## config.mk

```make
export PLATFORM = sky130hd
export DESIGN_NAME = chunked_body_decoder
export DESIGN_NICKNAME = d
export VERILOG_FILES = /design/src/design/cbd_pkg.sv /design/src/design/chunked_body_decoder.sv /design/src/design/cbd_core.sv /design/src/design/cbd_out_buf.sv
export VERILOG_INCLUDE_DIRS = /design/src /design/src/design
export SDC_FILE = /design/constraint.sdc
export NUM_CORES = 1
export LEC_CHECK = 0
export BUFFER_PORTS_ARGS = -buffer_cell sky130_fd_sc_hd__buf_2
export CORE_MARGIN = 4
export CORE_UTILIZATION = 55
export CTS_CLUSTER_DIAMETER = 200
export DETAILED_ROUTE_END_ITERATION = 16
export GPL_TIMING_DRIVEN = 0
export PLACE_DENSITY = 0.79
export SETUP_SLACK_MARGIN = 0.1
export SLEW_MARGIN = 30
export SYNTH_ARGS = -nofsm -noshare
export SYNTH_HDL_FRONTEND = slang
export SYNTH_SLANG_ARGS = --single-unit
export TNS_END_PERCENT = 30
```

## constraint.sdc

```tcl
create_clock -name clk -period 2.2 [get_ports clk]
set_clock_uncertainty 0.1 [all_clocks]
set_input_delay 0 -clock clk [delete_from_list [all_inputs] [get_ports clk]]
set_output_delay 0 -clock clk [all_outputs]
set_load 0.05 [all_outputs]
```

## src/design/chunked_body_decoder_macros.svh

```systemverilog
// Assertion macros shared by the chunked body decoder modules.
// Depends on nothing; define ASSERT_OFF to leave all assertions out.
`ifndef CHUNKED_BODY_DECODER_MACROS_SVH
`define CHUNKED_BODY_DECODER_MACROS_SVH

`ifndef ASSERT_OFF
`define CBD_ASSERT(lbl, clk, rstn, prop) \
  lbl: assert property (@(posedge clk) disable iff (!rstn) prop) \
    else $error("chunked body decoder assertion failed");
`define CBD_ASSERT_IMP(lbl, clk, rstn, ante, cons) \
  `CBD_ASSERT(lbl, clk, rstn, (ante) |-> (cons))
`define CBD_ASSERT_NEXT(lbl, clk, rstn, ante, cons) \
  `CBD_ASSERT(lbl, clk, rstn, (ante) |=> (cons))
`else
`define CBD_ASSERT(lbl, clk, rstn, prop)
`define CBD_ASSERT_IMP(lbl, clk, rstn, ante, cons)
`define CBD_ASSERT_NEXT(lbl, clk, rstn, ante, cons)
`endif

`endif

```

## src/design/cbd_pkg.sv

```systemverilog
// Types, character codes and phase codes for the chunked body decoder.
// Depends on nothing; used by cbd_core, cbd_out_buf and the top level.
package cbd_pkg;

  localparam logic [3:0] PH_SIZE    = 4'd0;
  localparam logic [3:0] PH_SIZE_LF = 4'd1;
  localparam logic [3:0] PH_EXT     = 4'd2;
  localparam logic [3:0] PH_EXT_CR  = 4'd3;
  localparam logic [3:0] PH_DATA    = 4'd4;
  localparam logic [3:0] PH_DATA_CR = 4'd5;
  localparam logic [3:0] PH_DATA_LF = 4'd6;
  localparam logic [3:0] PH_FIN_CR  = 4'd7;
  localparam logic [3:0] PH_FIN_LF  = 4'd8;
  localparam logic [3:0] PH_DONE    = 4'd9;
  localparam logic [3:0] PH_ERR     = 4'd10;

  localparam int FL_SIGN   = 0;
  localparam int FL_DIGIT  = 1;
  localparam int FL_ZERO   = 2;
  localparam int FL_PREFIX = 3;
  localparam int FL_TRAIL  = 4;

  localparam logic [1:0] ST_BUSY  = 2'd0;
  localparam logic [1:0] ST_DONE  = 2'd1;
  localparam logic [1:0] ST_ERROR = 2'd2;

  localparam logic [7:0] CH_TAB  = 8'h09;
  localparam logic [7:0] CH_LF   = 8'h0A;
  localparam logic [7:0] CH_CR   = 8'h0D;
  localparam logic [7:0] CH_SP   = 8'h20;
  localparam logic [7:0] CH_PLUS = 8'h2B;
  localparam logic [7:0] CH_SEMI = 8'h3B;
  localparam logic [7:0] CH_XU   = 8'h58;
  localparam logic [7:0] CH_XL   = 8'h78;

  typedef struct packed {
    logic [7:0] payload_byte;
    logic       payload_valid;
    logic       chunk_end;
    logic [1:0] status;
  } cbd_result_t;

  typedef struct packed {
    logic       ok;
    logic [3:0] value;
  } cbd_hex_t;

  function automatic cbd_hex_t hex_decode(input logic [7:0] c);
    cbd_hex_t h;
    h.ok    = 1'b1;
    h.value = 4'd0;
    if (c >= 8'h30 && c <= 8'h39) begin
      h.value = 4'(c - 8'h30);
    end else if (c >= 8'h61 && c <= 8'h66) begin
      h.value = 4'(c - 8'h57);
    end else if (c >= 8'h41 && c <= 8'h46) begin
      h.value = 4'(c - 8'h37);
    end else begin
      h.ok = 1'b0;
    end
    return h;
  endfunction

endpackage

```

## src/design/chunked_body_decoder.sv

```systemverilog
// Chunked transfer body decoder: one body byte per input beat, one result beat
// per input beat. The decoder takes one beat on every clock while the output
// side keeps up, and each result is registered in an output register backed
// by one skid entry. The rate is set by the parser state update, which handles
// one byte per cycle. Depends on cbd_pkg, cbd_core and cbd_out_buf.
module chunked_body_decoder #(
  parameter int SIZE_BITS = 32
) (
  input  logic       clk,
  input  logic       rst_n,
  input  logic       in_tvalid,
  output logic       in_tready,
  input  logic [7:0] in_tdata,   // [7:0] data_byte
  output logic       out_tvalid,
  input  logic       out_tready,
  output logic [7:0] out_tdata,  // [7:0] payload_byte
  output logic       out_tlast,  // chunk_end
  output logic [2:0] out_tuser   // [0] payload_valid, [2:1] status
);

  logic                 push;
  cbd_pkg::cbd_result_t step_res;
  cbd_pkg::cbd_result_t out_res;

  assign push = in_tvalid && in_tready;

  cbd_core #(
    .SIZE_BITS(SIZE_BITS)
  ) u_core (
    .clk      (clk),
    .rst_n    (rst_n),
    .push     (push),
    .data_byte(in_tdata),
    .res      (step_res)
  );

  cbd_out_buf u_out_buf (
    .clk      (clk),
    .rst_n    (rst_n),
    .push     (push),
    .push_res (step_res),
    .can_push (in_tready),
    .out_valid(out_tvalid),
    .out_ready(out_tready),
    .out_res  (out_res)
  );

  assign out_tdata = out_res.payload_byte;
  assign out_tlast = out_res.chunk_end;
  assign out_tuser = {out_res.status, out_res.payload_valid};

endmodule

```

## src/design/cbd_core.sv

```systemverilog
// Parser state and per-byte decode for the chunked body decoder.
// Depends on cbd_pkg and chunked_body_decoder_macros.svh.
`include "chunked_body_decoder_macros.svh"

module cbd_core #(
  parameter int SIZE_BITS = 32
) (
  input  logic                clk,
  input  logic                rst_n,
  input  logic                push,
  input  logic [7:0]          data_byte,
  output cbd_pkg::cbd_result_t res
);

  logic [3:0]           phase_r, phase_nxt;
  logic [SIZE_BITS-1:0] count_r, count_nxt;
  logic [4:0]           flags_r, flags_nxt;
  cbd_pkg::cbd_hex_t    hex;
  logic                 is_blank;

  assign hex      = cbd_pkg::hex_decode(data_byte);
  assign is_blank = (data_byte == cbd_pkg::CH_SP) || (data_byte == cbd_pkg::CH_TAB);

  always_comb begin
    phase_nxt = phase_r;
    count_nxt = count_r;
    flags_nxt = flags_r;
    res.payload_byte  = 8'd0;
    res.payload_valid = 1'b0;
    res.chunk_end     = 1'b0;
    unique case (phase_r)
      cbd_pkg::PH_SIZE: begin
        if (is_blank) begin
          if (!(flags_r[cbd_pkg::FL_SIGN] || flags_r[cbd_pkg::FL_DIGIT] ||
                flags_r[cbd_pkg::FL_PREFIX])) begin
            phase_nxt = cbd_pkg::PH_SIZE;
          end else if (!flags_r[cbd_pkg::FL_DIGIT]) begin
            phase_nxt = cbd_pkg::PH_ERR;
          end else begin
            flags_nxt[cbd_pkg::FL_TRAIL] = 1'b1;
          end
        end else if (data_byte == cbd_pkg::CH_PLUS) begin
          if (flags_r == 5'd0) begin
            flags_nxt[cbd_pkg::FL_SIGN] = 1'b1;
          end else begin
            phase_nxt = cbd_pkg::PH_ERR;
          end
        end else if (hex.ok) begin
          if (flags_r[cbd_pkg::FL_TRAIL] || (count_r[SIZE_BITS-1 -: 4] != 4'd0)) begin
            phase_nxt = cbd_pkg::PH_ERR;
          end else begin
            count_nxt = {count_r[SIZE_BITS-5:0], hex.value};
            flags_nxt[cbd_pkg::FL_ZERO] = !flags_r[cbd_pkg::FL_DIGIT] &&
                                          !flags_r[cbd_pkg::FL_PREFIX] &&
                                          (hex.value == 4'd0);
            flags_nxt[cbd_pkg::FL_DIGIT]  = 1'b1;
            flags_nxt[cbd_pkg::FL_PREFIX] = 1'b0;
          end
        end else if ((data_byte == cbd_pkg::CH_XL) || (data_byte == cbd_pkg::CH_XU)) begin
          if (!flags_r[cbd_pkg::FL_ZERO] || flags_r[cbd_pkg::FL_TRAIL]) begin
            phase_nxt = cbd_pkg::PH_ERR;
          end else begin
            flags_nxt[cbd_pkg::FL_ZERO]   = 1'b0;
            flags_nxt[cbd_pkg::FL_DIGIT]  = 1'b0;
            flags_nxt[cbd_pkg::FL_PREFIX] = 1'b1;
          end
        end else if (data_byte == cbd_pkg::CH_SEMI) begin
          phase_nxt = flags_r[cbd_pkg::FL_DIGIT] ? cbd_pkg::PH_EXT : cbd_pkg::PH_ERR;
        end else if (data_byte == cbd_pkg::CH_CR) begin
          phase_nxt = flags_r[cbd_pkg::FL_DIGIT] ? cbd_pkg::PH_SIZE_LF : cbd_pkg::PH_ERR;
        end else begin
          phase_nxt = cbd_pkg::PH_ERR;
        end
      end
      cbd_pkg::PH_SIZE_LF: begin
        if (data_byte == cbd_pkg::CH_LF) begin
          flags_nxt = 5'd0;
          phase_nxt = (count_r == '0) ? cbd_pkg::PH_FIN_CR : cbd_pkg::PH_DATA;
        end else begin
          phase_nxt = cbd_pkg::PH_ERR;
        end
      end
      cbd_pkg::PH_EXT: begin
        if (data_byte == cbd_pkg::CH_CR) begin
          phase_nxt = cbd_pkg::PH_EXT_CR;
        end
      end
      cbd_pkg::PH_EXT_CR: begin
        if (data_byte == cbd_pkg::CH_LF) begin
          flags_nxt = 5'd0;
          phase_nxt = (count_r == '0) ? cbd_pkg::PH_FIN_CR : cbd_pkg::PH_DATA;
        end else if (data_byte != cbd_pkg::CH_CR) begin
          phase_nxt = cbd_pkg::PH_EXT;
        end
      end
      cbd_pkg::PH_DATA: begin
        res.payload_byte  = data_byte;
        res.payload_valid = 1'b1;
        count_nxt = count_r - SIZE_BITS'(1);
        if (count_r == SIZE_BITS'(1)) begin
          res.chunk_end = 1'b1;
          phase_nxt     = cbd_pkg::PH_DATA_CR;
        end
      end
      cbd_pkg::PH_DATA_CR: begin
        phase_nxt = (data_byte == cbd_pkg::CH_CR) ? cbd_pkg::PH_DATA_LF : cbd_pkg::PH_ERR;
      end
      cbd_pkg::PH_DATA_LF: begin
        if (data_byte == cbd_pkg::CH_LF) begin
          phase_nxt = cbd_pkg::PH_SIZE;
          count_nxt = '0;
          flags_nxt = 5'd0;
        end else begin
          phase_nxt = cbd_pkg::PH_ERR;
        end
      end
      cbd_pkg::PH_FIN_CR: begin
        phase_nxt = (data_byte == cbd_pkg::CH_CR) ? cbd_pkg::PH_FIN_LF : cbd_pkg::PH_ERR;
      end
      cbd_pkg::PH_FIN_LF: begin
        phase_nxt = (data_byte == cbd_pkg::CH_LF) ? cbd_pkg::PH_DONE : cbd_pkg::PH_ERR;
      end
      cbd_pkg::PH_DONE: begin
        phase_nxt = cbd_pkg::PH_DONE;
      end
      default: begin
        phase_nxt = cbd_pkg::PH_ERR;
      end
    endcase
    if (phase_nxt == cbd_pkg::PH_DONE) begin
      res.status = cbd_pkg::ST_DONE;
    end else if (phase_nxt == cbd_pkg::PH_ERR) begin
      res.status = cbd_pkg::ST_ERROR;
    end else begin
      res.status = cbd_pkg::ST_BUSY;
    end
  end

  always_ff @(posedge clk) begin
    if (!rst_n) begin
      phase_r <= cbd_pkg::PH_SIZE;
      count_r <= '0;
      flags_r <= 5'd0;
    end else if (push) begin
      phase_r <= phase_nxt;
      count_r <= count_nxt;
      flags_r <= flags_nxt;
    end
  end

  `CBD_ASSERT_NEXT(a_err_sticky, clk, rst_n, phase_r == cbd_pkg::PH_ERR, phase_r == cbd_pkg::PH_ERR)
  `CBD_ASSERT_NEXT(a_done_sticky, clk, rst_n, phase_r == cbd_pkg::PH_DONE, phase_r == cbd_pkg::PH_DONE)
  `CBD_ASSERT_IMP(a_end_is_payload, clk, rst_n, res.chunk_end, res.payload_valid && (res.status == cbd_pkg::ST_BUSY))
  `CBD_ASSERT_IMP(a_data_count, clk, rst_n, phase_r == cbd_pkg::PH_DATA, count_r != '0)

endmodule

```

## src/design/cbd_out_buf.sv

```systemverilog
// Output register with one skid entry for the decoder's result beats.
// Depends on cbd_pkg and chunked_body_decoder_macros.svh.
`include "chunked_body_decoder_macros.svh"

module cbd_out_buf (
  input  logic                 clk,
  input  logic                 rst_n,
  input  logic                 push,
  input  cbd_pkg::cbd_result_t push_res,
  output logic                 can_push,
  output logic                 out_valid,
  input  logic                 out_ready,
  output cbd_pkg::cbd_result_t out_res
);

  logic                 out_valid_r, out_valid_nxt;
  logic                 skid_valid_r, skid_valid_nxt;
  cbd_pkg::cbd_result_t out_res_r, out_res_nxt;
  cbd_pkg::cbd_result_t skid_res_r, skid_res_nxt;

  assign can_push  = !skid_valid_r;
  assign out_valid = out_valid_r;
  assign out_res   = out_res_r;

  always_comb begin
    out_valid_nxt  = out_valid_r;
    skid_valid_nxt = skid_valid_r;
    out_res_nxt    = out_res_r;
    skid_res_nxt   = skid_res_r;
    if (out_ready || !out_valid_r) begin
      if (skid_valid_r) begin
        out_valid_nxt  = 1'b1;
        out_res_nxt    = skid_res_r;
        skid_valid_nxt = 1'b0;
      end else begin
        out_valid_nxt = push;
        out_res_nxt   = push_res;
      end
    end else if (push) begin
      skid_valid_nxt = 1'b1;
      skid_res_nxt   = push_res;
    end
  end

  always_ff @(posedge clk) begin
    if (!rst_n) begin
      out_valid_r  <= 1'b0;
      skid_valid_r <= 1'b0;
    end else begin
      out_valid_r  <= out_valid_nxt;
      skid_valid_r <= skid_valid_nxt;
    end
  end

  always_ff @(posedge clk) begin
    out_res_r  <= out_res_nxt;
    skid_res_r <= skid_res_nxt;
  end

  `CBD_ASSERT_IMP(a_skid_behind_out, clk, rst_n, skid_valid_r, out_valid_r)
  `CBD_ASSERT_NEXT(a_skid_only_on_stall, clk, rst_n, !skid_valid_r && push && out_valid_r && !out_ready, skid_valid_r && (skid_res_r == $past(push_res)))

endmodule

```

# Yosys cells after proc, flatten, opt, wreduce, memory -nomap -nowiden
# Index checks and enable logic that the tools add are counted.
# totals
ff_bits	67
latch_bits	0
mem_bits_rw	0
mem_bits_ro	0
input_bits	12
out_inout_bits	14
wordCells	149
mem_count	0
# op_classes
add_sub_neg	4
multipliers	0
div_mod_pow	0
order_cmp	6
n_eq_ne	35
n_shift	0
n_mux	55
bitwise	2
reduce_logical	32
# op_table
cell	count
2-to-1 mux 32 bit	5
2-to-1 mux 4 bit	24
case mux 32 bit (3 select lines)	1
case mux 4 bit (10 select lines)	1
== test 32 x 1 -> 1 bit (second input constant)	1
zero test 32 bit	1
subtractor 32 x 1 -> 32 bit (second input constant)	1
== test 8 x 4 -> 1 bit (second input constant)	3
== test 8 x 6 -> 1 bit (second input constant)	3
== test 4 x 3 -> 1 bit (second input constant)	4
== test 4 bit (second input constant)	4
== test 8 x 7 -> 1 bit (second input constant)	2
greater-or-equal comparator 8 x 7 -> 1 bit (second input constant)	2
less-or-equal comparator 8 x 7 -> 1 bit (second input constant)	2
!= test 2 x 1 -> 1 bit (second input constant)	8
2-to-1 mux 3 bit	5
2-to-1 mux 12 bit	1
AND reduction 6 bit	2
2-to-1 mux 1 bit	10
2-to-1 mux 10 bit	1
2-to-1 mux 2 bit	5
case mux 5 bit (2 select lines)	1
== test 4 x 2 -> 1 bit (second input constant)	2
greater-or-equal comparator 8 x 6 -> 1 bit (second input constant)	1
24 further kinds	44

# Depth between registers and ports, before layout
# Gate-level depths: netlist (run 1).
# depth
ltp_word	13
mapped_depth	10
ltp_nobuf	8

# Modules after synthesis
# Synthesis (run 1) repeated with hierarchy kept, for this count alone.
# unflattened
cells_unflattened	463
area_unflattened_um2	4087.7
# modules_own_cells
module	n_inst	cells_per_inst	area_each_um2	seq_area_each_um2
cbd_core	1	416	3130.5	820.8
cbd_out_buf	1	46	950.9	760.7
chunked_body_decoder	1	1	6.3	0.0

# Least setup slack after synthesis (run 1)
# OpenSTA, ideal clock, no wires.
# synth_timing
path_kind	register to register
from	register u_core.count_r[9]
to	register u_core.count_r[31]
setup_ns	0.123
arrival_time_ns	2.171
required_time_ns	1.977
slack_ns	-0.194
stages_incl_launch_ff	7
n_path_buf	0
synth_period_minus_slack_ns	2.394
cell_sequence	dfxtp_1 > nor4_1 > nand4_1 > or4bb_1 > xnor2_1 > a221oi_1 > nor2_1
# synth_between
elab_chain_cells	2
# synth_rtl
item	line	rtl
start, declared	cbd_core.sv:16	logic [SIZE_BITS-1:0] count_r, count_nxt;
start signal, assigned	cbd_core.sv:146	count_r <= count_nxt;
subtractor 32 x 1 -> 32 bit	cbd_core.sv:99	count_nxt = count_r - SIZE_BITS'(1);
case mux 32 bit (3 select lines)	cbd_core.sv:31	unique case (phase_r)
# No other way between the ends.
# A chain may end at the register's enable or synchronous reset.

# Worst setup path in the final report (run 1)
# layout_timing
from	register u_core.count_r[30]
to	register u_core.count_r[6]
# layout_between
elab_chain_cells	4
# layout_rtl
item	line	rtl
nonzero test 4 bit	cbd_core.sv:49	if (flags_r[cbd_pkg::FL_TRAIL] || (count_r[SIZE_BITS-1 -: 4] != 4'd0)) begin
logical OR 1 bit	cbd_core.sv:49	
!= test 2 bit (no source line)	-	
AND reduction 7 bit (no source line)	-	
# No other way between the ends.

==> reports/metrics.csv, run 1 <==
stage,metric,value,unit
yosys,share of the synthesized area in the top cell type,21.1,%
cts,Inserted Clock Buffers,9,
yosys,Cells after Synth,478,
drt,vias per inst,7.06,
power,Logic pwr share,15.9,%
cts,"Clk pin slew, worst setup/hold paths",80,ps
floorplanning,core area,7210,µm²
power,VDD IR-drop max,0.361,mV
setup_path,CP required,2310,ps
cts,H-tree depth,3,
global_route,largest net degree at the start of global routing,16,
sta,fmax,431,MHz
global_route,Tot GR Track Use,31.1,%
drt,routed len/inst,21.5,µm
sta,Max-slew headroom,49.0,%
yosys,Synth cell types,64,
setup_path,R2R Setup Slk,-120,ps
setup_path,RR Endpoint,u_core.count_r[6]$_SDFFE_PN0P_,
sta,worst-margin pin slew,765,ps
finish,Layout Nets,559,
yosys,most area-consuming cells after synthesis,"dfxtp_1, edfxtp_1, a21oi_1",
global_route,total grt overflow,0,
yosys,"EDFF count, synth",24,
global_route,initial antenna violation count,0,
yosys,Syn Nets,497,
finish,multi-input logic area,2650,µm²
drt,routed via count,4545,
yosys,Post-Syn Area,4070,µm²
run_status,status,finished with violations,
hold_path,hold path cells,3,
yosys,"Avg Cell Area, Syn",8.52,µm²
floorplanning,die area,8850,µm²
placed_design,Routability Congestion,1.05,
flow_run,MaxCap Viol Count,0,
power,cell internal pwr,2.13,mW
power,Switching Power,0.870,mW
setup_path,worst setup path start,u_core.count_r[30]$_SDFFE_PN0P_,
sta,setup TNS,-399,ps
power,Leak,1.96,nW
drt,# DRC,0,
floorplanning,Die X,94.1,µm
finish,layout cells sized above 1,31.2,%
yosys,top cells by instance count after synthesis,"dfxtp_1, nor2_1, a21oi_1, nand2_1, o21ai_0",
drt,total wire length,13800,µm
placed_design,placed insts,600,
finish,Antenna Cells,0,
sta,final hold vios,0,
drt,drt pass-1 iters,6,
power,sequential power share,44.6,%
floorplanning,Initial Util,56.5,%
power,Clock power frac,39.4,%
floorplanning,I/O Pins,26,
sta,worst setup margin,-121,ps
setup_path,CP Launch Type,flop,
setup_path,crit path kind,flop to flop,
drt,initial DRC count,696,
cts,worst skew pair latency,360,ps
sta,Final period util,105,%
sta,endpoints failing setup,11,
sta,RSZ-0062 raised after global routing,yes,
finish,FILL cells,519,
cts,CTS sink count,67,
hold_path,Hold WC Path Type,input port to flop,
power,cell area power density,569,nW/µm²
sta,Hold Worst Slack,27.0,ps
placed_design,I/O Buffers,23,
cts,clock root buffer,clkbuf_8,
global_route,first-pass GRT wire length,21400,µm
run_status,failing checks,setup timing,
yosys,Post-synth ARST share,0,%
cts,CTS max path bufs,2,
placed_design,HPWL after detailed placement,8470,µm
finish,area delta synth->final,29.4,%
yosys,#FFs+latches synth,67,
finish,Final Non-Filler Cells,644,
power,Sw Share,29.0,%
floorplanning,Die Ht,94.1,µm
hold_path,Min-Delay Endpoint,u_out_buf.skid_res_r[5]$_DFFE_PP_,
setup_path,origin of the critical flop-to-flop path,u_core.count_r[30]$_SDFFE_PN0P_,
cts,TritonCTS clock tree,done,
power,Tot Pwr,3.00,mW
yosys,ys flop type,dfxtp_1,
finish,Sequential Area,1600,µm²
global_route,vias in the first global route,4245,
setup_path,Worst setup EP type,flop,
sta,Final Max Tran Viols,0,
drt,Final ANT Viol Nets,0,
setup_path,R2R cell count,9,
yosys,"Warnings, synthesis",0,
sta,Final Critical Period,2320,ps
setup_path,CP Max Fanout,8,
floorplanning,num rows,31,
setup_path,Worst EP arrival,2440,ps
yosys,sequential-to-total area share from yosys stat,38.8,%
hold_path,hold path start,in_tdata[1],
yosys,post-synth top area cell,dfxtp_1,
placed_design,post-place setup slack,-654,ps
==> timing repair <==
action / CTS / global route
pin swaps: 23 / 18
cloned: 2 / 0
hold endpoints to repair: 7 / 0
endpoints found under the setup margin: 69 / 47
setup buffers: 20 / 4
resized for setup: 81 / 39
hold buffers: 5 / 0
==> per-layer routing <==
layer  track usage [%]  vias to the layer above  wire length [µm]
met1              42.3                     2130              5490
li1                  -                     1963                 -
met5                 0                        -                 0
met2              45.2                      385              6210
met4              15.6                        0               525
met3              8.41                       67              1610
==> worst max-delay path by stage <==
stage	endpoint	slack, ps	depth (start not counted)
floorplan	u_core.count_r[16]$_SDFFE_PN0P_	-50	9
global placement	u_core.count_r[2]$_SDFFE_PN0P_	-630	7
detailed placement	u_core.count_r[2]$_SDFFE_PN0P_	-650	7
CTS	u_out_buf.out_res[1]$_DFFE_PP_	-50	6
global route	u_out_buf.out_res[1]$_DFFE_PP_	-150	6
finish	u_core.count_r[6]$_SDFFE_PN0P_	-120	9
==> power by group through the flow <==
stage	sequential [mW]	combinational (mW)	clock (mW)
2_1_floorplan	1.43	0.212	0
3_3_place_gp	1.36	0.373	0
3_5_place_dp	1.36	0.379	0
4_1_cts	1.34	0.435	1.17
5_1_grt	1.34	0.502	1.23
6_report	1.34	0.478	1.18
==> kinds of logic (layout without fill, tap and decap cells) <==
kind of cell / after synthesis / after routing / synth area share, %
xor+xnor: 3 / 3 / 0.645
fa+ha+maj: 7 / 7 / 2.15
buf+inv: 49 / 116 / 5.65
mux: 7 / 7 / 1.90
simple gates: 186 / 186 / 24.7
flops: 67 / 67 / 38.8
compound gates: 159 / 159 / 26.1
==> state kept, by name (all words and copies together), names as in the netlist <==
register,count
u_core.count_r,32
u_core.flags_r,5
u_core.phase_r,4
u_out_buf.out_res,12
u_out_buf.out_valid,1
u_out_buf.skid_res_r,12
u_out_buf.skid_valid_r,1
==> area by class of cell <==
cell class,instances,share of cell area [%]
repair buffers,52,7.43
inverters,16,1.14
clock inverters,7,1.95
clock buffers,9,2.35
plain buffers,32,4.15
well taps,99,2.35
multi-input cells,362,50.3
flip-flops and latches,67,30.3
==> layout by cell type, fill, tap and decap left out, drive strengths merged, types with 16 or more instances in the layout <==
cell    count
a21oi      39
edfxtp     24
dfxtp      43
nor3       25
o21ai      32
buf        59
clkbuf     29
nand2      32
inv        16
nor2       43
==> stage by stage <==
stage	cell area [µm²]	utilization, %
floorplan	4120	-
global placement	4350	60.4
detailed placement	4350	60.4
CTS	5120	70.9
global route	5270	73.1
finish	5270	73.1
==> worst max-delay path, cell delays in order, from the launching register on <==
cell and delay, ps:
dfxtp_4 360, nor2_4 120, nor4b_4 220, buf_4 190, a31oi_4 90, or3_4 420, buf_12 170, buf_8 130
o211ai_1 250, o31ai_1 120
(Power assumes the default switching activity.)
==> inputs of run 2 (changes only) <==
--- a/config.mk
+++ b/config.mk
@@ -17,5 +17,6 @@
 export SLEW_MARGIN = 30
 export SYNTH_ARGS = -nofsm -noshare
 export SYNTH_HDL_FRONTEND = slang
+export SYNTH_HIERARCHICAL = 1
 export SYNTH_SLANG_ARGS = --single-unit
 export TNS_END_PERCENT = 30
==> run 2 against run 1 <==
Effect of this change: the flow still finishes with violations (setup timing); largest power group unchanged; maximum frequency shrank 2.4%; first-iteration DRC count shrank 11%; critical path depth down 1; routed wire length is 2.1% higher; non-clock buffer count increased by 8; utilization is 0.52 points higher; synthesized area is 0.34% higher.
==> reports/metrics.csv, run 2 <==
stage,metric,value,unit,change
drt,total wire length,14100,µm,+2.1%
setup_path,R2R Setup Slk,-180,ps,-60 ps
sta,Final Max Tran Viols,0,,unchanged
finish,Layout Nets,553,,-1.1%
cts,TritonCTS clock tree,done,,
yosys,Cells after Synth,463,,-3.1%
yosys,Post-synth ARST share,0,%,unchanged
finish,area delta synth->final,30.6,%,
sta,worst setup margin,-178,ps,-57.4 ps
run_status,failing checks,setup timing,,
global_route,total grt overflow,0,,unchanged
floorplanning,core area,7250,µm²,+0.54%
cts,H-tree depth,3,,unchanged
power,cell internal pwr,2.15,mW,+1.2%
yosys,share of the synthesized area in the top cell type,21.1,%,-0.071 points
yosys,sequential-to-total area share from yosys stat,38.7,%,-0.13 points
drt,initial DRC count,621,,-11%
placed_design,HPWL after detailed placement,8440,µm,-0.35%
placed_design,Routability Congestion,0.990,,-5.6%
yosys,"Warnings, synthesis",6,,+6
sta,RSZ-0062 raised after global routing,yes,,
yosys,most area-consuming cells after synthesis,"dfxtp_1, edfxtp_1, a21oi_1",,
power,cell area power density,595,nW/µm²,+4.6%
sta,Final Critical Period,2380,ps,+57.4 ps
drt,vias per inst,7.06,,about the same
global_route,met2 Use GR,50.2,%,+4.9 points
setup_path,R2R cell count,8,,-1
power,Clock power frac,32.8,%,-6.6 points
global_route,M1 GR Usage,40.3,%,-2.0 points
sta,final hold vios,0,,unchanged
finish,largest reg by FF count,u_core/count_r,,
finish,most frequent cells in the layout,"nor2_1, nand2_1, dfxtp_1",,
finish,FILL cells,467,,-10%
drt,Final ANT Viol Nets,0,,unchanged
sta,Final period util,108,%,+2.6 points
yosys,Synth cell types,65,,+1.6%
finish,layout cells sized above 1,34.6,%,+3.4 points
setup_path,CP Launch Type,flop,,
drt,routed via count,4499,,-1.0%
finish,multi-input logic area,2700,µm²,+1.7%
floorplanning,die area,8880,µm²,+0.31%
global_route,Tot GR Track Use,31.1,%,+0.047 points
setup_path,Worst EP arrival,2520,ps,+80 ps
setup_path,CP Max Fanout,2,,-6
sta,fmax,421,MHz,-2.4%
cts,"Clk pin slew, worst setup/hold paths",80,ps,about the same
sta,endpoints failing setup,8,,-3
flow_run,MaxCap Viol Count,0,,unchanged
cts,clock root buffer,clkbuf_8,,
setup_path,CP required,2340,ps,+30 ps
finish,Sequential Area,1600,µm²,+0.24%
setup_path,Worst setup EP type,flop,,
run_status,status,finished with violations,,
sta,Max-slew headroom,44.6,%,-4.4 points
floorplanning,I/O Pins,26,,unchanged
power,Leak,1.96,nW,-0.41%
finish,Antenna Cells,0,,unchanged
drt,# DRC,0,,unchanged
floorplanning,Die Ht,94.2,µm,+0.15%
yosys,Post-Syn Area,4090,µm²,+0.34%
global_route,vias in the first global route,4168,,-1.8%
hold_path,hold path start,in_tdata[3],,
floorplanning,Die X,94.2,µm,+0.15%
power,Switching Power,1.02,mW,+17%
yosys,Syn Nets,483,,-2.8%
power,sequential power share,42.2,%,-2.4 points
sta,Hold Worst Slack,22.7,ps,-4.33 ps
placed_design,placed insts,586,,-2.3%
global_route,met3 usage,4.81,%,-3.6 points
yosys,top cells by instance count after synthesis,"dfxtp_1, nor2_1, a21oi_1, nand2_1, clkbuf_1",,
finish,max FFs per register,32,,unchanged
yosys,most common cell in the netlist,dfxtp_1,,
drt,routed len/inst,22.2,µm,+3.3%
floorplanning,Initial Util,56.4,%,-0.11 points
setup_path,crit path kind,flop to flop,,
yosys,ys flop type,dfxtp_1,,
hold_path,Hold WC Path Type,input port to flop,,
cts,worst skew pair latency,360,ps,about the same
cts,CTS max path bufs,2,,unchanged
placed_design,I/O Buffers,24,,+4.3%
global_route,GRT busiest layer,met2,,
yosys,"Avg Cell Area, Syn",8.83,µm²,+3.6%
cts,Inserted Clock Buffers,9,,unchanged
finish,Final Non-Filler Cells,637,,-1.1%
hold_path,hold path cells,2,,-1
global_route,first-pass GRT wire length,21500,µm,+0.58%
global_route,initial antenna violation count,0,,unchanged
global_route,largest net degree at the start of global routing,16,,unchanged
setup_path,worst setup path start,u_core/count_r[21]$_SDFFE_PN0P_,,
floorplanning,num rows,31,,unchanged
power,VDD IR-drop max,0.445,mV,+23%
power,Logic pwr share,25.0,%,+9.1 points
power,Sw Share,32.2,%,+3.2 points
hold_path,Min-Delay Endpoint,u_out_buf/skid_res_r[7]$_DFFE_PP_,,
drt,drt pass-1 iters,6,,unchanged
cts,CTS sink count,67,,unchanged
sta,worst-margin pin slew,831,ps,+65.8 ps
yosys,"EDFF count, synth",24,,unchanged
setup_path,origin of the critical flop-to-flop path,u_core/count_r[21]$_SDFFE_PN0P_,,
yosys,post-synth top area cell,dfxtp_1,,
placed_design,post-place setup slack,-593,ps,+60.3 ps
setup_path,RR Endpoint,u_out_buf/out_res[1]$_DFFE_PP_,,
yosys,#FFs+latches synth,67,,unchanged
==> run 2: changes by cell type after synthesis, sizes merged, moves of 5 or more <==
cell    before  now
o21ai       32   14
nor3        25   20
mux2         6   12
nor4        13    8
and2         7   14
a31o         6    0
o211ai      14   20
==> run 2: worst max-delay path by stage <==
stage	slack, ps	depth (start not counted)	to
floorplan	40	8	u_core/count_r[25]$_SDFFE_PN0P_
global placement	-540	10	u_core/count_r[15]$_SDFFE_PN0P_
detailed placement	-590	10	u_core/count_r[3]$_SDFFE_PN0P_
CTS	-180	8	u_out_buf/out_res[1]$_DFFE_PP_
global route	-210	8	u_out_buf/out_res[1]$_DFFE_PP_
finish	-180	8	u_out_buf/out_res[1]$_DFFE_PP_
==> run 2: power by group through the flow <==
stage          clock (mW)  combinational, mW  sequential [mW]
6_report             1.04              0.794             1.34
5_1_grt              1.10              0.829             1.34
4_1_cts              1.05              0.685             1.34
3_5_place_dp            0              0.538             1.37
3_3_place_gp            0              0.529             1.37
2_1_floorplan           0              0.331             1.43
==> run 2: layout make-up <==
class	instances	share of cell area (%)
Clock buffer	12	3.12
Clock inverter	4	0.586
Tap cell	99	2.32
Multi-Input combinational cell	350	50.5
Timing Repair Buffer	60	8.20
Buffer	32	4.31
Inverter	13	0.937
Sequential cell	67	30.0
==> run 2: routing by layer <==
| layer | up-vias | wire (µm) |
|---|---|---|
| met1 | 2119 | 5420 |
| met2 | 388 | 6640 |
| met5 | - | 0 |
| met3 | 62 | 1600 |
| met4 | 0 | 475 |
| li1 | 1930 | - |
==> run 2: cell families (layout without fill, tap and decap cells) <==
kind of cell             after synthesis  after routing  synth area share, %
flip-flops                            67             67                 38.7
adder cells (fa/ha/maj)                8              8                 2.45
multiplexers                          12             12                 3.31
buffers and inverters                 46            121                 4.74
AND/OR/NAND/NOR                      177            177                 24.4
AO/OA/AOI/OAI                        151            151                 26.0
XOR/XNOR                               2              2                0.429
==> run 2: through the flow <==
step	utilization, %	TNS (ps)	power [mW]	cell area [µm²]
2_1_floorplan	-	0	1.76	4160
3_3_place_gp	60.7	-19430	1.90	4400
3_5_place_dp	60.7	-21290	1.91	4400
4_1_cts	70.0	-493	3.08	5070
5_1_grt	73.6	-1610	3.28	5340
6_report	73.6	-543	3.18	5340
==> run 2: what timing repair did <==
item / 4_1_cts / 5_1_grt
hold buffers: 7 / 0
pin swaps: 17 / 34
buffers inserted: 18 / 10
gates cloned: 1 / 0
setup endpoints to repair: 56 / 56
endpoints found under the hold margin: 9 / 0
gates resized for setup: 78 / 59
==> run 2: critical path, cell delays in order (launching register included) <==
cell and delay (ps):
dfxtp_4 350, or4_4 520, buf_8 140, nor4b_4 280
nand4_1 220, nor2_2 190, nor4b_2 80, a21oi_2 200
mux2_4 170
